==> config.mk <==
export PLATFORM = sky130hd
export DESIGN_NAME = hffa_fifo
export DESIGN_NICKNAME = d
export VERILOG_FILES = /design/src/rtl/hffa_pkg.sv /design/src/rtl/hffa_fifo.sv
export SDC_FILE = /design/constraint.sdc
export NUM_CORES = 1
export LEC_CHECK = 0
export ABC_AREA = 0
export BUFFER_PORTS_ARGS = -buffer_cell sky130_fd_sc_hd__buf_4
export CAP_MARGIN = 10
export CORE_UTILIZATION = 25
export CTS_CLUSTER_DIAMETER = 100
export DETAILED_ROUTE_END_ITERATION = 10
export GPL_TIMING_DRIVEN = 0
export HOLD_SLACK_MARGIN = 0.06
export PLACE_DENSITY = 0.54
export SETUP_SLACK_MARGIN = 0.05
export SLEW_MARGIN = 10
export SYNTH_ARGS = -nofsm -noshare
export SYNTH_HDL_FRONTEND = slang
export SYNTH_SLANG_ARGS = --single-unit
==> constraint.sdc <==
create_clock -name clk_i -period 3.9 [get_ports clk_i]
set_clock_uncertainty 0.05 [all_clocks]
set_input_delay 0.585 -clock clk_i [delete_from_list [all_inputs] [get_ports clk_i]]
set_output_delay 0.585 -clock clk_i [all_outputs]
set_load 0.01 [all_outputs]
==> src/rtl/hffa_pkg.sv <==
// hffa_pkg: shared types, codes and constants of the hemicube form factor accumulate unit
// no dependencies; used by every module under rtl except hffa_ram
package hffa_pkg;

  localparam int MAX_HALF_RES     = 64;
  localparam int MAX_ELEMENTS     = 4096;
  localparam int FACTOR_FRAC_BITS = 32;
  localparam int SUM_W            = FACTOR_FRAC_BITS + 2;
  localparam int ID_W             = 24;
  localparam int TBL_AW_MAX       = 16;
  localparam int SUM_AW_MAX       = 16;
  localparam int CMD_FIFO_DEPTH   = 2;

  localparam logic [ID_W-1:0] BG_WIDE   = 24'hFFFFFF;
  localparam logic [ID_W-1:0] BG_NARROW = 24'h00FFFF;

  localparam logic [6:0] HALF_RES_RESET = 7'd32;
  localparam logic       WIDE_IDS_RESET = 1'b1;

  localparam logic CFG_HALF_RES = 1'b0;
  localparam logic CFG_WIDE_IDS = 1'b1;

  typedef enum logic [2:0] {
    OP_CLEAR     = 3'd0,
    OP_WR_TOP    = 3'd1,
    OP_WR_SIDE   = 3'd2,
    OP_ACCUM     = 3'd3,
    OP_READ      = 3'd4
  } hffa_op_e;

  typedef enum logic [1:0] {
    STAT_DONE    = 2'd0,
    STAT_IGNORED = 2'd1,
    STAT_RANGE   = 2'd2,
    STAT_SAT     = 2'd3
  } hffa_status_e;

  typedef enum logic [2:0] {
    K_CLEAR,
    K_WR_TOP,
    K_WR_SIDE,
    K_ACC,
    K_READ,
    K_NOP
  } hffa_kind_e;

  typedef enum logic [1:0] {
    BK_INIT,
    BK_IDLE,
    BK_EXEC,
    BK_CLEAR
  } hffa_bk_state_e;

  typedef struct packed {
    logic [2:0]                  opcode;
    logic [6:0]                  row;
    logic [6:0]                  col;
    logic                        face_kind;
    logic [ID_W-1:0]             item_id;
    logic [FACTOR_FRAC_BITS-1:0] factor_value;
  } hffa_in_t;

  typedef struct packed {
    logic [SUM_W-1:0] form_factor;
    logic [1:0]       status;
  } hffa_out_t;

  typedef struct packed {
    hffa_kind_e                  kind;
    hffa_status_e                status;
    logic                        face_kind;
    logic [TBL_AW_MAX-1:0]       tbl_addr;
    logic [SUM_AW_MAX-1:0]       sum_addr;
    logic [FACTOR_FRAC_BITS-1:0] value;
  } hffa_cmd_t;

endpackage

==> src/rtl/hffa_fifo.sv <==
// hffa_fifo: short command queue between the decode front and the execute back
// depends on hffa_pkg
module hffa_fifo (
  input  logic                clk_i,
  input  logic                rst_ni,
  input  logic                push_i,
  input  hffa_pkg::hffa_cmd_t data_i,
  input  logic                pop_i,
  output hffa_pkg::hffa_cmd_t data_o,
  output logic                full_o,
  output logic                empty_o
);

  localparam int Depth = hffa_pkg::CMD_FIFO_DEPTH;
  localparam int Pw    = (Depth > 1) ? $clog2(Depth) : 1;
  localparam int Cw    = $clog2(Depth + 1);

  hffa_pkg::hffa_cmd_t slot_q [Depth];
  logic [Pw-1:0] wptr_q, wptr_d;
  logic [Pw-1:0] rptr_q, rptr_d;
  logic [Cw-1:0] cnt_q, cnt_d;

  assign full_o  = (cnt_q == Cw'(Depth));
  assign empty_o = (cnt_q == '0);
  assign data_o  = slot_q[rptr_q];

  always_comb begin
    wptr_d = wptr_q;
    rptr_d = rptr_q;
    cnt_d  = cnt_q;
    if (push_i) begin
      wptr_d = (wptr_q == Pw'(Depth - 1)) ? '0 : Pw'(wptr_q + 1'b1);
    end
    if (pop_i) begin
      rptr_d = (rptr_q == Pw'(Depth - 1)) ? '0 : Pw'(rptr_q + 1'b1);
    end
    if (push_i && !pop_i) begin
      cnt_d = Cw'(cnt_q + 1'b1);
    end else if (pop_i && !push_i) begin
      cnt_d = Cw'(cnt_q - 1'b1);
    end
  end

  always_ff @(posedge clk_i or negedge rst_ni) begin
    if (!rst_ni) begin
      wptr_q <= '0;
      rptr_q <= '0;
      cnt_q  <= '0;
    end else begin
      wptr_q <= wptr_d;
      rptr_q <= rptr_d;
      cnt_q  <= cnt_d;
    end
  end

  always_ff @(posedge clk_i) begin
    if (push_i) begin
      slot_q[wptr_q] <= data_i;
    end
  end

endmodule

# Yosys cells after proc, flatten, opt, wreduce, memory -nomap -nowiden
# Memory sizes are Yosys's and may differ from the RTL's.
# Cells that the tools add are included.
# Widths: inputs -> output; s select.
# classes
n_addsub,4
n_eq_ne,1
mux,6
n_reduce_logical,6
# op_table
op,count
$mux 1,4
$mux 2,2
$add 1x1->1 const B,2
$add 2x1->2 const B,1
$eq 2x2->1 const B,1
$logic_and 1x1->1,2
$logic_not 1->1,2
$logic_not 2->1,1
$reduce_bool 2->1,1
$sub 2x1->2 const B,1
# totals
reg_bits,4
ram_bits,140
input_bits,74
output_inout_bits,72
elab_cells,21
memories,1
# memory_table
name,words,word_bits,rd,rd_ports_with_merged_regs,write_ports,line,text
slot_q,2,70,1,0,1,hffa_fifo.sv:18,hffa_pkg::hffa_cmd_t slot_q [Depth];

# Depth between registers and ports, before layout
# Gate-level depths: netlist (run 1).
# logic_depth
word_depth,4
mapped_depth,5
mapped_depth_nobuf,5

# Worst setup path before layout (run 1)
# No wires, ideal clock.
# synth_timing
path_type,in2reg
from,input port push_i
to,"memory slot_q[0][0] (netlist name), enable pin"
setup_time_ns,0.507
arrival_ns,3.656
t_required_ns,3.343
path_slack_ns,-0.313
path_stages,1
path_buffers,0
path_cell_list,nor2b_1
# synth_via
elab_chain_len,2
# synth_lines
item,line,text
start: declaration,hffa_fifo.sv:6,"input logic push_i,"
$mux 1,hffa_fifo.sv:57,if (push_i) begin
$mux 1 (not written as such),hffa_fifo.sv:58,slot_q[wptr_q] <= data_i;
end: declaration,hffa_fifo.sv:18,
# Every way passes these cells.

==> summary.md, run 1 <==
| Metric | Value |
|---|---|
| Vias in the first global route | 2888 |
| H-tree levels | 4 |
| Post-Route Utilization | 35.00% |
| Clock latency on the worst-skew pair | 0.40 ns |
| Longest Clk Path Bufs | 2 |
| Top-area cell type share of the netlist area | 75.22% |
| Crit path DAT | 1.61 ns |
| Post-route antenna net violation count | 0 |
| PD cells | 734.3 mW/mm2 |
| Buffers on Ports | 145 |
| Switch Pwr | 1.509 mW |
| Slew margin rel. | 60.80% |
| Measured slew at the worst slew-check pin | 0.5867 ns |
| Fillcell total | 2122 |
| Starting DRC count in detailed routing | 81 |
| Crit path to | data_o[20] |
| Seq pwr share | 37.9% |
| Startpoint types | flop |
| Routed vias | 2690 |
| Global-route wire length before repair | 15.22 mm |
| Vias per Instance | 3.876 |
| Slew Viols, Final | 0 |
| HPWL Detailed | 7.067 mm |
| Pwr Total | 5.626 mW |
| P_int | 4.117 mW |
| Core ar. | 0.02189 mm2 |
| Cell count after placement | 662 |
| Final #Nets | 477 |
| Status | finished clean |
| Initial Util | 25.53% |
| Worst setup EP type | primary output |
| CTS Buf Count | 17 |
| Crit path time final | 2.243 ns |
| Mapped Cells | 234 |
| Gpl congestion | 0.6271 |
| Clock root cell | clkbuf_16 |
| Clk slew on worst S/H paths | 0.06 ns |
| Multi-input logic area | 0.001140 mm2 |
| Seq/Total Area, Yosys | 77.01% |
| Worst-path fanout max | 10 |
| Initial antenna violation count | 0 |
| Pre-CTS setup slack | 1.981 ns |
| Die area | 0.02296 mm2 |
| YS warnings | 0 |
| CTS sink count | 144 |
| Setup violators final | 0 |
| Worst setup margin | 1.657 ns |
| Final hold violation count | 0 |
| DRC | 0 |
| Worst R2R Path Depth | 2 |
| Gate power share | 35.0% |
| Syn nets | 309 |
| Post-cts gate resize count | 0 |
| Cell taking the most area after synthesis | edfxtp_1 |
| MaxCap Viol Count | 0 |
| R2R Setup Slk | 2.27 ns |
| TNS Setup | 0 ns |
| Pleak | 3.052 nW |
| Antenna cells | 0 |
| FF+latch area | 0.004304 mm2 |
| Syn-to-layout area delta | 37.09% |
| DR pass1 iterations | 4 |
| Syn Std Cell Area | 0.005589 mm2 |
| GRT Util Overall | 9.232% |
| Maximum VDD drop | 318.0 uV |
| Hold Crit Class | in2reg |
| Total Wirelength | 10.22 mm |
| Crit. Startpoint | rptr_q |
| Drt wl/cell | 14.73 um |
| GR Overflow Total | 0 |
| Number of synthesized register bits | 144 |
| Critical path type | reg2out |
| RSZ-0062 raised after global routing | false |
| Synth area leaders | edfxtp_1 75%, mux2_4 19%, buf_12 2.5% |
| FP Rows | 54 |
| Largest net degree at the start of global routing | 38 |
| Reg2reg start | wptr_q |
| Syn Area/Cell | 23.89 um2 |
| R2R Path End | slot_q[1][51] |
| Die Wd | 151.5 um |
| Clk pwr share | 27.1% |
| IO Pins | 146 |
| Non-Filler Instances | 694 |
| Switching part of the total | 26.82% |
| CTS tree | yes |
| Achievable Freq | 445.9 MHz |
| Worst EP required | 3.26 ns |
| Synth unique cells | 13 |
| Layout cells sized above 1 | 61.84% |
| Fin crit share | 57.51% |
| Die Height | 151.5 um |
==> power by group through the flow <==
stage          logic, mW  clock network, mW  registers, mW
5_1_grt             2.12               1.65           2.16
4_1_cts             2.03               1.58           2.14
3_5_place_dp        2.02                  0           2.17
2_1_floorplan       1.23                  0           2.16
3_3_place_gp        1.96                  0           2.19
6_report            1.97               1.52           2.13
==> cell usage in the layout (no fill, tap or decap), drive strengths merged <==
cell type / instances
dfrtp: 4
inv: 1
buf: 156
dlygate4sd3: 1
xnor2: 1
nor2: 2
ha: 1
edfxtp: 140
bufinv: 2
clkinvlp: 2
mux2: 70
clkinv: 7
and2: 1
xor2: 4
nor2b: 2
clkbuf: 20
==> cells in the mapped netlist <==
cell type	number
edfxtp_1	140
mux2_4	69
buf_12	7
dfrtp_1	4
xor2_1	4
nor2_1	2
nor2b_1	2
and2_1	1
buf_6	1
ha_1	1
inv_1	1
mux2_2	1
xnor2_1	1
==> registers in the layout, indices dropped and copies added, names as in the netlist <==
name / cells
wptr_q: 1
rptr_q: 1
slot_q: 140
cnt_q: 2
==> critical path, cell delays in order (launching register included) <==
cell,delay [ns]
dfrtp_1,0.34
buf_6,0.21
buf_12,0.18
mux2_4,0.30
buf_4,0.15
==> through the flow <==
stage	hold slack (ns)	instance area [um2]
3_3_place_gp	0.3342	7030
2_1_floorplan	0.2394	5592
3_5_place_dp	0.3372	7098
5_1_grt	0.2820	7662
6_report	0.3070	7662
4_1_cts	0.2806	7662
==> cell type report <==
cell class                 count  share of cell area, %
buffer                         8                  1.976
clock buffer                  20                  5.699
clock inverter                11                  1.535
inverter                       1                0.04899
multi-input combinational     81                  14.88
sequential                   144                  56.17
tap                          280                  4.572
timing repair buffer         149                  15.12
==> cells by family (layout without fill, tap and decap cells) <==
family,Yosys count,after routing,share of synthesized area [%]
adder cells (fa/ha/maj),1,1,0.2238
XOR/XNOR,5,5,0.7835
AND/OR/NAND/NOR,5,5,0.4702
buffers and inverters,9,189,2.776
multiplexers,70,70,18.74
flip-flops,144,144,77.01
==> how the worst min path moves through the flow <==
| stage | cells past startpoint | slack, ns | end | from |
|---|---|---|---|---|
| CTS | 2 | 0.28 | rptr_q | pop_i |
| floorplan | 0 | 0.24 | cnt_q[0] | rst_ni |
| global placement | 1 | 0.33 | cnt_q[1] | rst_ni |
| detailed placement | 1 | 0.34 | cnt_q[0] | rst_ni |
| global route | 1 | 0.28 | slot_q[0][37] | data_i[37] |
| finish | 2 | 0.31 | rptr_q | pop_i |
==> routing by layer <==
layer / vias to the layer above / track usage, % / wire length, um
met1: 1333 / 10.27 / 4045
met3: 8 / 3.713 / 758
met5: - / 0 / 0
li1: 1258 / - / -
met4: 0 / 4.307 / 133
met2: 91 / 15.41 / 5286
==> repair_timing <==
item                                   in CTS  in global routing
buffers inserted                            0                  0
hold buffers                                1                  0
endpoints found under the hold margin       4                  0
(Power assumes the default switching activity.)
==> inputs of run 2 (changes only) <==
- clock period: 3.9 -> 1.99 ns (I/O delays scaled with it)
==> summary.md, run 2 (synthesis gave the netlist of run 1 again) <==
| Metric | Value |
|---|---|
| GR Overflow Total | 0 |
| Core ar. | 0.02189 mm2 |
| Startpoint types | flop |
| Crit path DAT | 1.56 ns |
| Fillcell total | 2035 |
| Vias per Instance | 3.875 |
| Largest net degree at the start of global routing | 45 |
| RSZ-0062 raised after global routing | true |
| Measured slew at the worst slew-check pin | 0.7750 ns |
| H-tree levels | 4 |
| DR top layer | met4 |
| Worst-path fanout max | 10 |
| Min Hold Slack | 0.1805 ns |
| Layout cells sized above 1 | 52.66% |
| Met2 WL | 5.835 mm |
| Die Wd | 151.5 um |
| CTS Buf Count | 17 |
| Fin crit share | 96.04% |
| Cell Chain, Critical Path | buf_12 > buf_12 > mux2_4 > buf_6 |
| Starting DRC count in detailed routing | 50 |
| Gpl congestion | 0.6663 |
| Drt wl/cell | 14.42 um |
| DR pass1 iterations | 3 |
| CP most frequent cell | buf_12 |
| MaxCap Viol Count | 0 |
| Final #Nets | 550 |
| Setup violators final | 0 |
| Slew Viols, Final | 0 |
| Clock root cell | clkbuf_16 |
| PD cells | 1364 mW/mm2 |
| Achievable Freq | 523.2 MHz |
| Largest regs | slot_q x140, cnt_q x2 |
| FF+latch area | 0.004304 mm2 |
| Hold Crit Class | in2async |
| GRT Util Overall | 9.605% |
| DRC | 0 |
| CTS tree | yes |
| Multi-input logic area | 0.001149 mm2 |
| TNS Setup | 0 ns |
| Final hold violation count | 0 |
| Longest Clk Path Bufs | 2 |
| Crit path time final | 1.911 ns |
| Pleak | 3.465 nW |
| Vias in the first global route | 3246 |
| Total Wirelength | 11.08 mm |
| Critical path type | reg2out |
| Clk slew on worst S/H paths | 0.06 ns |
| Worst R2R Path Depth | 2 |
| Worst EP required | 1.64 ns |
| Initial Util | 25.53% |
| Most frequent cells in the layout | 140 x edfxtp_1, 76 x buf_4, 73 x dlygate4sd3_1, 69 x mux2_4, 69 x buf_6 |
| WL met1 | 4.583 mm |
| Global-route wire length before repair | 16.05 mm |
| Antenna cells | 0 |
| Most common cell after layout, fill and taps aside | edfxtp_1 |
| Reg with most FFs | slot_q |
| Clock latency on the worst-skew pair | 0.41 ns |
| Slew margin rel. | 48.10% |
| Status | finished clean |
| Initial antenna violation count | 0 |
| Maximum VDD drop | 507.7 uV |
| Buffers on Ports | 145 |
| R2R Path End | slot_q[1][4] |
| IO Pins | 146 |
| Syn-to-layout area delta | 55.92% |
| Max FFs per register | 140 |
| Reg2reg start | wptr_q |
| Routed length on met3 | 548 um |
| HPWL Detailed | 7.067 mm |
| Die Height | 151.5 um |
| Slowest stage delay, CP | 0.40 ns |
| Pwr Total | 11.88 mW |
| Worst setup EP type | primary output |
| FP Rows | 54 |
| CTS sink count | 144 |
| Routed vias | 2976 |
| R2R Setup Slk | 0.34 ns |
| Post-route antenna net violation count | 0 |
| Slowest stage cell on the critical path | dfrtp_1 |
| Die area | 0.02296 mm2 |
[run 2: changes by cell type in the layout (fill, tap and decap cells not counted), sizes merged]
| cell | previous run | this run |
|---|---|---|
| inv | 1 | 3 |
| nor2b | 2 | 3 |
| bufinv | 2 | 3 |
| dlygate4sd3 | 1 | 73 |
| clkbuf | 20 | 18 |
[run 2: power breakdown]
| part | internal, mW | switching (mW) | leakage (nW) | total, mW |
|---|---|---|---|---|
| combinational | 2.70 | 1.79 | 1.82 | 4.49 |
| clock | 1.97 | 1.23 | 0.283 | 3.20 |
| sequential | 4.03 | 0.169 | 1.36 | 4.19 |
[run 2: area by class of cell]
| cell class | count | area share (%) |
|---|---|---|
| buffer | 8 | 1.838 |
| clock buffer | 18 | 4.925 |
| timing repair buffer | 221 | 24.71 |
| sequential | 144 | 49.39 |
| multi-input combinational | 82 | 13.18 |
| inverter | 1 | 0.04307 |
| tap | 280 | 4.020 |
| clock inverter | 14 | 1.895 |
[run 2: layer usage]
| layer | vias up | track usage (%) |
|---|---|---|
| met1 | 1483 | 10.64 |
| li1 | 1410 | - |
| met4 | 0 | 3.861 |
| met3 | 6 | 3.503 |
| met5 | - | 0 |
| met2 | 77 | 16.64 |
[run 2: metrics by stage]
stage          setup slack [ns]  cells  instance area (um2)  util, %
5_1_grt               -0.007067    768                 8715    39.81
3_3_place_gp            -0.6468    659                 7037    32.14
3_5_place_dp             0.1741    662                 7113    32.49
6_report                0.07872    768                 8715    39.81
4_1_cts                 0.01052    767                 8447    38.59
2_1_floorplan           0.05441    234                 5598        -
[run 2: worst max-delay path by stage]
| stage | from | slack, ns | depth (start not counted) | endpoint |
|---|---|---|---|---|
| 5_1_grt | rptr_q | -0.007 | 4 | data_o[1] |
| 3_3_place_gp | push_i | -0.65 | 2 | slot_q[0][8] |
| 6_report | rptr_q | 0.08 | 4 | data_o[16] |
| 3_5_place_dp | push_i | 0.17 | 3 | slot_q[0][37] |
| 2_1_floorplan | wptr_q | 0.05 | 1 | slot_q[0][0] |
| 4_1_cts | rptr_q | 0.01 | 4 | data_o[16] |
[run 2: worst max-delay path, delay by kind of cell (launching register included)]
kind,cells,cell delay (ns)
multiplexers,1,0.30
flip-flops,1,0.40
buffers and inverters,3,0.45
[run 2: repair_timing]
item | 4_1_cts | 5_1_grt
cloned | 0 | 1
setup buffers | 0 | 0
setup endpoints to repair | 69 | 119
hold endpoints to repair | 146 | 0
hold buffers | 73 | 0
resized for setup | 2 | 69
