**config.mk**
```make
export PLATFORM = sky130hd
export DESIGN_NAME = hffa_front
export DESIGN_NICKNAME = d
export VERILOG_FILES = /design/src/rtl/hffa_pkg.sv /design/src/rtl/hffa_front.sv
export SDC_FILE = /design/constraint.sdc
export NUM_CORES = 1
export LEC_CHECK = 0
export BUFFER_PORTS_ARGS = -buffer_cell sky130_fd_sc_hd__buf_2
export CORE_AREA = 8 8 86 88
export DETAILED_ROUTE_END_ITERATION = 6
export DIE_AREA = 0 0 94 96
export PLACE_DENSITY = 0.74
export SYNTH_ARGS = -nofsm -noshare
export SYNTH_HDL_FRONTEND = slang
export SYNTH_SLANG_ARGS = --single-unit
```
**constraint.sdc**
```tcl
create_clock -name vclk -period 5.4
set_input_delay 0.54 -clock vclk [all_inputs]
set_output_delay 0.54 -clock vclk [all_outputs]
set_load 0.01 [all_outputs]
```
**src/rtl/hffa_pkg.sv**
```systemverilog
// hffa_pkg: shared types, codes and constants of the hemicube form factor accumulate unit
// no dependencies; used by every module under rtl except hffa_ram
package hffa_pkg;

  localparam int MAX_HALF_RES     = 64;
  localparam int MAX_ELEMENTS     = 4096;
  localparam int FACTOR_FRAC_BITS = 32;
  localparam int SUM_W            = FACTOR_FRAC_BITS + 2;
  localparam int ID_W             = 24;
  localparam int TBL_AW_MAX       = 16;
  localparam int SUM_AW_MAX       = 16;
  localparam int CMD_FIFO_DEPTH   = 2;

  localparam logic [ID_W-1:0] BG_WIDE   = 24'hFFFFFF;
  localparam logic [ID_W-1:0] BG_NARROW = 24'h00FFFF;

  localparam logic [6:0] HALF_RES_RESET = 7'd32;
  localparam logic       WIDE_IDS_RESET = 1'b1;

  localparam logic CFG_HALF_RES = 1'b0;
  localparam logic CFG_WIDE_IDS = 1'b1;

  typedef enum logic [2:0] {
    OP_CLEAR     = 3'd0,
    OP_WR_TOP    = 3'd1,
    OP_WR_SIDE   = 3'd2,
    OP_ACCUM     = 3'd3,
    OP_READ      = 3'd4
  } hffa_op_e;

  typedef enum logic [1:0] {
    STAT_DONE    = 2'd0,
    STAT_IGNORED = 2'd1,
    STAT_RANGE   = 2'd2,
    STAT_SAT     = 2'd3
  } hffa_status_e;

  typedef enum logic [2:0] {
    K_CLEAR,
    K_WR_TOP,
    K_WR_SIDE,
    K_ACC,
    K_READ,
    K_NOP
  } hffa_kind_e;

  typedef enum logic [1:0] {
    BK_INIT,
    BK_IDLE,
    BK_EXEC,
    BK_CLEAR
  } hffa_bk_state_e;

  typedef struct packed {
    logic [2:0]                  opcode;
    logic [6:0]                  row;
    logic [6:0]                  col;
    logic                        face_kind;
    logic [ID_W-1:0]             item_id;
    logic [FACTOR_FRAC_BITS-1:0] factor_value;
  } hffa_in_t;

  typedef struct packed {
    logic [SUM_W-1:0] form_factor;
    logic [1:0]       status;
  } hffa_out_t;

  typedef struct packed {
    hffa_kind_e                  kind;
    hffa_status_e                status;
    logic                        face_kind;
    logic [TBL_AW_MAX-1:0]       tbl_addr;
    logic [SUM_AW_MAX-1:0]       sum_addr;
    logic [FACTOR_FRAC_BITS-1:0] value;
  } hffa_cmd_t;

endpackage

```
**src/rtl/hffa_front.sv**
```systemverilog
// hffa_front: decodes and classifies one command word, folds pixel coordinates
// depends on hffa_pkg
module hffa_front #(
  parameter int MaxHalfRes  = hffa_pkg::MAX_HALF_RES,
  parameter int MaxElements = hffa_pkg::MAX_ELEMENTS
) (
  input  hffa_pkg::hffa_in_t  in_i,
  input  logic [6:0]          half_res_i,
  input  logic                wide_ids_i,
  output hffa_pkg::hffa_cmd_t cmd_o
);

  localparam logic [8:0]  HalfResLim = 9'(MaxHalfRes);
  localparam logic [15:0] RowStride  = 16'(MaxHalfRes);
  localparam logic [24:0] ElemLim    = 25'(MaxElements);

  logic [6:0]  h;
  logic [7:0]  h2;
  logic [7:0]  row_w;
  logic [7:0]  col_w;
  logic [6:0]  frow;
  logic [6:0]  fcol;
  logic        off_face;
  logic        upper_half;
  logic        is_bg;
  logic        id_oor;
  logic        tbl_oor;
  logic [23:0] bg_id;
  logic [15:0] fold_addr;
  logic [15:0] raw_addr;

  always_comb begin
    if (half_res_i == 7'd0) begin
      h = 7'd1;
    end else if ({2'b00, half_res_i} > HalfResLim) begin
      h = 7'(MaxHalfRes);
    end else begin
      h = half_res_i;
    end
  end

  assign h2         = {h, 1'b0};
  assign row_w      = {1'b0, in_i.row};
  assign col_w      = {1'b0, in_i.col};
  assign off_face   = (row_w >= h2) || (col_w >= h2);
  assign upper_half = in_i.face_kind && (in_i.row < h);
  assign bg_id      = wide_ids_i ? hffa_pkg::BG_WIDE : hffa_pkg::BG_NARROW;
  assign is_bg      = (in_i.item_id == bg_id);
  assign id_oor     = ({1'b0, in_i.item_id} >= ElemLim);
  assign tbl_oor    = ({2'b00, in_i.row} >= HalfResLim) || ({2'b00, in_i.col} >= HalfResLim);
  assign frow       = (in_i.row < h) ? in_i.row : 7'(h2 - 8'd1 - row_w);
  assign fcol       = (in_i.col < h) ? in_i.col : 7'(h2 - 8'd1 - col_w);
  assign fold_addr  = 16'(16'(frow) * RowStride + 16'(fcol));
  assign raw_addr   = 16'(16'(in_i.row) * RowStride + 16'(in_i.col));

  always_comb begin
    cmd_o.kind      = hffa_pkg::K_NOP;
    cmd_o.status    = hffa_pkg::STAT_DONE;
    cmd_o.face_kind = in_i.face_kind;
    cmd_o.tbl_addr  = raw_addr;
    cmd_o.sum_addr  = in_i.item_id[hffa_pkg::SUM_AW_MAX-1:0];
    cmd_o.value     = in_i.factor_value;
    case (hffa_pkg::hffa_op_e'(in_i.opcode))
      hffa_pkg::OP_CLEAR: begin
        cmd_o.kind = hffa_pkg::K_CLEAR;
      end
      hffa_pkg::OP_WR_TOP, hffa_pkg::OP_WR_SIDE: begin
        if (tbl_oor) begin
          cmd_o.status = hffa_pkg::STAT_RANGE;
        end else if (in_i.opcode == hffa_pkg::OP_WR_TOP) begin
          cmd_o.kind = hffa_pkg::K_WR_TOP;
        end else begin
          cmd_o.kind = hffa_pkg::K_WR_SIDE;
        end
      end
      hffa_pkg::OP_ACCUM: begin
        cmd_o.tbl_addr = fold_addr;
        if (off_face) begin
          cmd_o.status = hffa_pkg::STAT_RANGE;
        end else if (upper_half || is_bg) begin
          cmd_o.status = hffa_pkg::STAT_IGNORED;
        end else if (id_oor) begin
          cmd_o.status = hffa_pkg::STAT_RANGE;
        end else begin
          cmd_o.kind = hffa_pkg::K_ACC;
        end
      end
      hffa_pkg::OP_READ: begin
        if (id_oor) begin
          cmd_o.status = hffa_pkg::STAT_RANGE;
        end else begin
          cmd_o.kind = hffa_pkg::K_READ;
        end
      end
      default: begin
        cmd_o.status = hffa_pkg::STAT_IGNORED;
      end
    endcase
  end

endmodule

```
==> Word level (Yosys, flattened, before mapping) <==
Cells that the tools add are included.
{ "word_totals": {"regBits": 0, "latch_bits": 0, "ramBits": 0, "rom_bits": 0, "input_bits": 82, "wordCells": 43, "memories": 0} }
{ "op_classes": {"add_sub_neg": 5, "multipliers": 0, "div_mod_pow": 0, "n_lt_le_gt_ge": 8, "eq_ne": 5, "shifts": 0, "muxes": 18, "n_bitwise": 0, "n_reduce_logical": 7} }
{ "ops": {"columns": ["cell", "count"], "rows": [
  ["adder 13 x 7 -> 14 bit", 2],
  ["two-way mux 7 bit", 4],
  ["== test 24 bit", 1],
  ["greater-or-equal comparator 24 x 13 -> 1 bit (second input constant)", 1],
  ["two-way mux 24 bit", 1],
  ["greater-or-equal comparator 7 x 8 -> 1 bit", 2],
  ["greater-or-equal comparator 7 bit (second input constant)", 2],
  ["< comparator 7 bit", 2],
  ["two-way mux 14 bit", 1],
  ["subtractor 7 bit", 2],
  ["two-way mux 3 bit", 4],
  ["case mux 3 bit (4 select lines)", 1],
  ["two-way mux 2 bit", 5],
  ["case mux 2 bit (4 select lines)", 1],
  ["> comparator 7 bit (second input constant)", 1],
  ["zero test 7 bit", 1],
  ["subtractor 7 x 1 -> 7 bit (second input constant)", 1],
  ["== test 3 x 2 -> 1 bit (second input constant)", 2],
  ["== test 3 x 1 -> 1 bit (second input constant)", 1],
  ["== test 3 bit (second input constant)", 1],
  ["zero test 3 bit", 1],
  ["logical OR 1 bit", 3],
  ["OR reduction 2 bit", 1],
  ["logical AND 1 bit", 1],
  ["two-way mux 1 bit", 1]
]} }

==> Logic depth before layout (Yosys ltp) <==
Gate-level depths: netlist of run 1.
{ "depth": {"ltp_word": 9, "depth_mapped": 21, "depth_no_buf": 20} }

==> Least setup slack after synthesis of run 1 <==
OpenSTA, ideal clock, no wires.
{ "synth_path": {"kind": "input -> output", "start": "input half_res_i[1]", "end": "output cmd_o[58] (netlist bit)", "arrival_time_ns": 4.470, "required_ns": 4.860, "path_slack_ns": 0.390, "cell_stages": 20, "path_buffers": 1, "cell_sequence": "or4_4 o2bb2ai_4 inv_2 ha_1 inv_1 ha_1 nor2b_1 o21ai_0 a21boi_0 o21ai_0 a21oi_1 nor3_1 xor2_1 ha_1 ha_1 clkbuf_1 nand2_1 a2111oi_0 a21oi_1 a22oi_1"} }
{ "synth_lines": {"columns": ["element", "line", "text"], "rows": [
  ["start: declaration", "hffa_front.sv:8", "input logic [6:0] half_res_i,"],
  ["end: declaration", "hffa_front.sv:10", "output hffa_pkg::hffa_cmd_t cmd_o"]
]} }

==> results of run 1 <==
-- where the power goes --
part | internal [mW] | total (mW) | switching [mW]
Sequential | 0 | 0 | 0
Combinational | 0.114 | 0.268 | 0.154
Clock | 0 | 0 | 0
-- cell type report --
cell class / instances / area (sq um) / share of cell area [%]
Inverter: 21 / 78.83 / 3.180
Tap cell: 77 / 96.34 / 3.887
Timing Repair Buffer: 90 / 460.4 / 18.58
Multi-Input combinational cell: 252 / 1843 / 74.36
-- synthesized netlist by cell type, types with 3 or more instances --
| master | number |
|---|---|
| sky130_fd_sc_hd__buf_4 | 52 |
| sky130_fd_sc_hd__ha_1 | 43 |
| sky130_fd_sc_hd__nand2_1 | 25 |
| sky130_fd_sc_hd__nor2_1 | 24 |
| sky130_fd_sc_hd__o21ai_0 | 21 |
| sky130_fd_sc_hd__inv_1 | 19 |
| sky130_fd_sc_hd__a21oi_1 | 16 |
| sky130_fd_sc_hd__nand3_1 | 9 |
| sky130_fd_sc_hd__xnor2_1 | 9 |
| sky130_fd_sc_hd__xor2_1 | 9 |
| sky130_fd_sc_hd__nand4_1 | 8 |
| sky130_fd_sc_hd__nand2b_1 | 7 |
| sky130_fd_sc_hd__clkbuf_1 | 6 |
| sky130_fd_sc_hd__nor3_1 | 6 |
| sky130_fd_sc_hd__nor2b_1 | 5 |
| sky130_fd_sc_hd__o22ai_1 | 5 |
| sky130_fd_sc_hd__a21o_1 | 4 |
| sky130_fd_sc_hd__a22oi_1 | 4 |
| sky130_fd_sc_hd__mux2i_1 | 4 |
| sky130_fd_sc_hd__and2_1 | 3 |
| sky130_fd_sc_hd__and3_1 | 3 |
| sky130_fd_sc_hd__o21a_1 | 3 |
| sky130_fd_sc_hd__or2_2 | 3 |
| sky130_fd_sc_hd__or4_1 | 3 |
-- logic make-up (layout without fill, tap and decap cells) --
group	Yosys count	in the layout	synth area share, %
compound gates	78	78	23.26
simple gates	106	106	23.31
mux	5	5	2.197
buf+inv	80	111	21.28
fa+ha+maj	43	43	23.04
xor+xnor	18	18	6.753
other cells	1	2	0.1606
-- how the worst max path moves through the flow --
stage	to	slack, ns	cells past startpoint
6_report	cmd_o[58]	0.27	21
3_5_place_dp	cmd_o[58]	0.14	21
2_1_floorplan	cmd_o[58]	0.39	20
5_1_grt	cmd_o[58]	0.002	21
4_1_cts	cmd_o[58]	0.13	21
3_3_place_gp	cmd_o[58]	0.29	21
-- layout by cell type (no fill, tap or decap), types with 3 or more instances in the layout --
| cell | instances |
|---|---|
| sky130_fd_sc_hd__nand3_1 | 9 |
| sky130_fd_sc_hd__o22ai_1 | 5 |
| sky130_fd_sc_hd__mux2i_1 | 4 |
| sky130_fd_sc_hd__and3_1 | 3 |
| sky130_fd_sc_hd__and2_1 | 3 |
| sky130_fd_sc_hd__nor2_1 | 24 |
| sky130_fd_sc_hd__buf_4 | 4 |
| sky130_fd_sc_hd__nor2b_1 | 5 |
| sky130_fd_sc_hd__nand2_1 | 25 |
| sky130_fd_sc_hd__inv_1 | 19 |
| sky130_fd_sc_hd__ha_1 | 43 |
| sky130_fd_sc_hd__o21ai_0 | 19 |
| sky130_fd_sc_hd__a21o_1 | 4 |
| sky130_fd_sc_hd__or4_1 | 3 |
| sky130_fd_sc_hd__nand4_1 | 8 |
| sky130_fd_sc_hd__xor2_1 | 9 |
| sky130_fd_sc_hd__a21oi_1 | 16 |
| sky130_fd_sc_hd__o21a_1 | 3 |
| sky130_fd_sc_hd__nor3_1 | 6 |
| sky130_fd_sc_hd__or2_2 | 3 |
| sky130_fd_sc_hd__buf_2 | 86 |
| sky130_fd_sc_hd__xnor2_1 | 9 |
| sky130_fd_sc_hd__a22oi_1 | 4 |
| sky130_fd_sc_hd__nand2b_1 | 7 |
-- routing by layer --
metal,wire length (um),vias to the layer above,global-route usage (%)
li1,-,1198,-
met1,2992,1105,17.67
met2,3291,77,26.43
met3,417,12,2.028
met4,76,0,2.642
met5,0,-,0
-- per-stage QoR --
stage                     worst slack (ns)  power, mW
after detailed placement            0.1408     0.2651
after global routing              0.001650     0.3006
after global placement              0.2923     0.2587
final                               0.2652     0.2677
after CTS                           0.1286     0.2663
after floorplan                     0.3903     0.2112
==> flow_results.org, run 1 <==
** Worst setup path
- For this run, the slowest stage of the critical path takes 0.56 ns.
- For this design, the slowest cell found on the critical path is sky130_fd_sc_hd__or4_4.
- Critical Path Sink Type :: primary output
- By instance count, the cell type seen most on the critical path is sky130_fd_sc_hd__ha_1.
- The signal on the critical path passes through buf_2, or4_4, o2bb2ai_4, inv_2, ha_1, inv_1, ha_1, nor2b_1, o21ai_1, a21boi_1, o21ai_1, and3_1, nor3_1, xor2_1, ha_1, ha_1, nand2_1, a2111oi_1, a21oi_1, a22oi_1, buf_2.
- The critical path contains buffers and inverters numbering 4 combined.
- Data arrives at the worst endpoint at 4.59 ns.
- Crit Path Max Fanout :: 4
- Category of the critical setup timing path :: primary input to primary output
- Kind of cell with the highest combined delay on the critical path :: compound AO/OA/AOI/OAI gates
- The worst setup path is launched from a primary input.
- Data required time at the worst endpoint :: 4.86 ns
- Source of the critical timing path :: half_res_i[1]

** Global route
- The first global-routing pass estimated 11040 um of wire.
- In the global route stage, overall resource usage came out at 14.49%.
- Gr ovfl total :: 0
- The via count of the first global-routing pass came to 2433.
- Largest net degree at the start of global routing :: 17
- The initial antenna violation count is 0.

** Logic synthesis
- Synthesis instantiated 56 different standard cells from the library.
- During synthesis, Yosys emitted a total of 0 warnings.
- Average instance area after synthesis :: 7.054 sq um
- The top cell type by area accounts for 23.04% of the synthesized area.
- Ranked by total cell area, the synthesized netlist is headed by sky130_fd_sc_hd__ha_1, sky130_fd_sc_hd__buf_4, sky130_fd_sc_hd__o21ai_0.
- Synth Instances :: 331
- Cell area after technology mapping :: 2335 sq um
- Yosys top cell by area :: sky130_fd_sc_hd__ha_1
- The share of the Yosys chip area taken by registers is 0%.

** Placed design
- After detailed placement, the design holds a cell count of 440.
- At the end of routability-driven placement, the weighted congestion stood at 0.8795.
- Number of I/O port buffers :: 86
- The placed instances occupy a cell area of 2477 sq um.
- Detailed placement finished with a half-perimeter wire length of 5769 um.

** Timing
- Of the available clock period, the critical path in the final layout requires 95.09%.
- The worst path needs 5.135 ns of the cycle, external delays included.
- Summed over all failing endpoints, the final setup total negative slack is 0 ns.
- Measured against its own limit, the worst slew margin works out to 45.12%.
- Max-slew violations :: 0
- Final Hold Viols :: 0
- Top achievable clock speed :: 0.1947 GHz
- Unrepaired setup endpoints after global routing :: no
- Final count of negative-setup-slack endpoints :: 0
- The tightest hold path in the finished design has a slack of 1.080 ns.
- Actual transition at the worst max-transition pin :: 0.8201 ns

** Final layout
- Counting the fill cells in the layout gives 660.
- The area growth from synthesis to layout is 6.163%.
- 0 antenna diodes ended up in the layout.
- Clock Buffer Count :: 0
- Final nets :: 490
- The design has 0 sequential cells.
- Finished Cell Area :: 2479 sq um
- Fraction of final layout cells sized beyond drive strength 1 :: 28.10%
- Seq. cell area :: 0 sq um
- At the end of the flow the core is filled with cells to 40.66%.
- Once layout is complete, the cells apart from fillers number 440.

** Floorplanning
- Site Rows :: 29
- Initial standard-cell utilization of the core :: 38.30%
- Die height :: 96 um
- Die Width :: 94 um
- CORE AREA :: 6096 sq um
- I/O pin cnt :: 152
- Die area :: 9024 sq um

** Pwr
- Maximum resistive drop on vdd :: 0.04661 mV
- The analysis attributes to cell leakage a power of 1.214 nW.
- Power spread over the standard cell area amounts to 108.0 nW/um^2.

** Hold path
- The path class of the tightest hold or removal check is primary input to primary output.
- In this run the most critical hold path is launched from in_i[12].
- Hold-critical path endpoint :: cmd_o[12]
- Cell depth of the worst hold path :: 0

** Clock tree
- Post-CTS repair timing setup buffer count :: 0
- Once the clock tree was built, the resizer swapped 0 gates to a different size.
- For this design, the CTS-stage hold fixing added 0 buffers.

** Routing
- After detailed routing, the number of remaining DRC violations is 0.
- Dividing the detail-routed wire length by the instance count gives 15.40 um.
- Number of detailed-routing iterations run before antenna repair :: 4
- The final layout contains routed wiring with a total length of 6778 um.
- The count of nets left with antenna violations once routing finished came out at 0.
- After detailed routing, the number of vias per cell comes to 5.436.
- Starting DRT DRC Count :: 107
- Via Count :: 2392

** Flow run
- The tool flagged a number of max-cap violations equal to 0.

** Outcome
- The run finished with clean final reports.
(Power assumes the default switching activity.)
==> run 2: changes to the inputs <==
- CORE_AREA: 8 8 86 88 -> 4 4 78 80
- DIE_AREA: 0 0 94 96 -> 0 0 82 84
- PLACE_DENSITY: 0.74 -> 0.81
- RECOVER_POWER: default -> 100
==> flow_results.org, run 2 (synthesis results as in run 1) <==
** Timing
- In this run the tightest slew margin relative to its limit is 12.71%.
- Post-route clock period utilization :: 94.99%
- For the pin with the worst max-slew slack, the measured transition is 1.309 ns.
- The number of hold violations in the final report is 0.
- Final worst path period need :: 5.130 ns
- Total negative slack :: 0 ns
- Top achievable clock speed :: 0.1949 GHz
- Max-slew violations :: 0
- Setup violations remaining at the end of the flow were counted as 0.
- Final setup slack of the worst path :: 0.2704 ns

** Pwr
- Summed over all nets, the switching power comes to 0.1552 mW.
- Power spread over the standard cell area amounts to 108.6 nW/um^2.
- Cell leakage power :: 1.130 nW
- Net switching is 58.89% of the power.
- Clock share of power :: 0%
- Portion of total power attributed to combinational logic :: 100.0%
- Share of total power in sequential cells :: 0%
- VDD sags by at most 0.04943 mV.
- Internal Power :: 0.1083 mW

** Worst setup path
- Category of the critical setup timing path :: primary input to primary output
- At the worst endpoint, the required time is 4.86 ns.
- For the worst setup path, the data arrival time is 4.59 ns.
- STA classifies the critical path endpoint as a primary output.
- Crit start category :: primary input
- Of all nets on the critical path, the largest fanout is 8.

** Floorplanning
- I/O pin cnt :: 152
- Initial standard-cell utilization of the core :: 43.19%
- In this run the core area contains 27 standard-cell rows.
- The total area inside the core boundary comes to 5405 sq um.
- The floorplan step defined a die boundary enclosing 6888 sq um.
- Die height :: 84 um
- The floorplan step set the die width to 82 um.

** Global route
- The total overflow left after global routing is 0.
- Largest net degree at the start of global routing :: 18
- Via count of the first global-routing pass :: 2219
- The first global-routing pass estimated 10270 um of wire.
- For this run, the total global-route usage over all layers was measured as 17.87%.
- The initial antenna violation count came to 0.

** Placed design
- Number of I/O port buffers :: 86
- Before CTS, the worst setup slack after placement is 0.1074 ns.
- Once detailed placement completed, the half-perimeter wirelength came to 5457 um.
- Global placement routability congestion :: 0.8627

** Hold path
- The worst hold path belongs to the class primary input to primary output.

** Routing
- The count of nets left with antenna violations once routing finished came out at 0.
- Via-per-instance ratio :: 5.553
- The first detailed-routing pass ran for 4 iterations.
- Via Count :: 2410
- Routed len/inst :: 14.94 um
- Final WL :: 6484 um
- For this run, design rule violations remaining after detail routing come to 0.
- Starting DRT DRC Count :: 204

** Final layout
- Leaving out fill and tap cells, the most frequent cell in the layout is sky130_fd_sc_hd__buf_2.
- Most used cells in the layout excluding fill and tap cells :: sky130_fd_sc_hd__buf_2, sky130_fd_sc_hd__ha_1, sky130_fd_sc_hd__clkbuf_1
- Syn-to-layout area delta :: 3.912%
- Fraction of final layout cells sized beyond drive strength 1 :: 19.61%
- Number of inserted diodes :: 0
- Number of sequential storage elements :: 0
- The filler cells instantiated in the layout total 584.
- Clock Buffer Count :: 0
- Final nets :: 489
- Seq. cell area :: 0 sq um

** Clock tree
- Post-CTS repair timing setup buffer count :: 0
- Hold repair after CTS inserted 0 buffers.

** Flow run
- Max-cap violations in this run came to 0.

** Outcome
- The flow ran to the end, and the final reports show no timing, DRC or antenna violations.
## run 2: cell type report
class	instances	area [sq um]	area share, %
inverter	21	78.83	3.249
tap	72	90.09	3.713
multi-input combinational	252	1843	75.97
timing repair buffer	89	414.1	17.07
## run 2: timing repair
item                                   CTS  global route
gates resized for setup                  0             5
setup endpoints to repair                0             2
endpoints found under the hold margin    0             0
## run 2: power by group through the flow
stage,registers (mW),logic [mW],clock network (mW)
global route,0,0.296,0
CTS,0,0.264,0
finish,0,0.263,0
detailed placement,0,0.263,0
floorplan,0,0.211,0
global placement,0,0.255,0
## run 2: routing by layer
layer  GRT usage, %  share of wire, %
met1          25.96                44
met4          3.172               1.5
met2          28.29                46
met5              0                 0
met3          1.728               8.2
## run 2: path summary, 6_finish.rpt
path / start / to / slack [ns] / cells past startpoint
worst max-delay path: half_res_i[1] / cmd_o[60] / 0.27 / 23
worst min-delay path: in_i[11] / cmd_o[11] / 1.08 / 0
## run 2: worst max-delay path: stages
cell	delay (ns)
sky130_fd_sc_hd__buf_2	0.11
sky130_fd_sc_hd__or4_4	0.56
sky130_fd_sc_hd__o2bb2ai_4	0.17
sky130_fd_sc_hd__inv_2	0.07
sky130_fd_sc_hd__ha_1	0.27
sky130_fd_sc_hd__inv_1	0.06
sky130_fd_sc_hd__ha_1	0.31
sky130_fd_sc_hd__nor2b_1	0.14
sky130_fd_sc_hd__o21ai_1	0.09
sky130_fd_sc_hd__a21boi_1	0.19
sky130_fd_sc_hd__o21ai_1	0.11
sky130_fd_sc_hd__and3_1	0.19
sky130_fd_sc_hd__nor3_1	0.23
sky130_fd_sc_hd__xor2_1	0.18
sky130_fd_sc_hd__ha_1	0.22
sky130_fd_sc_hd__ha_1	0.18
sky130_fd_sc_hd__buf_2	0.18
sky130_fd_sc_hd__nand3_1	0.09
sky130_fd_sc_hd__nor2_1	0.13
sky130_fd_sc_hd__a41oi_1	0.08
sky130_fd_sc_hd__xnor2_1	0.19
sky130_fd_sc_hd__o21ai_0	0.14
sky130_fd_sc_hd__buf_2	0.15
## run 2: stage by stage
stage | cells | area (sq um) | util (%) | power [mW] | hold slack [ns]
2_1_floorplan | 332 | 2338 | - | 0.2112 | 1.157
3_3_place_gp | 434 | 2464 | 45.58 | 0.2552 | 1.080
3_5_place_dp | 434 | 2464 | 45.58 | 0.2631 | 1.080
4_1_cts | 434 | 2464 | 45.58 | 0.2644 | 1.080
5_1_grt | 434 | 2426 | 44.88 | 0.2957 | 1.080
6_report | 434 | 2426 | 44.88 | 0.2635 | 1.080
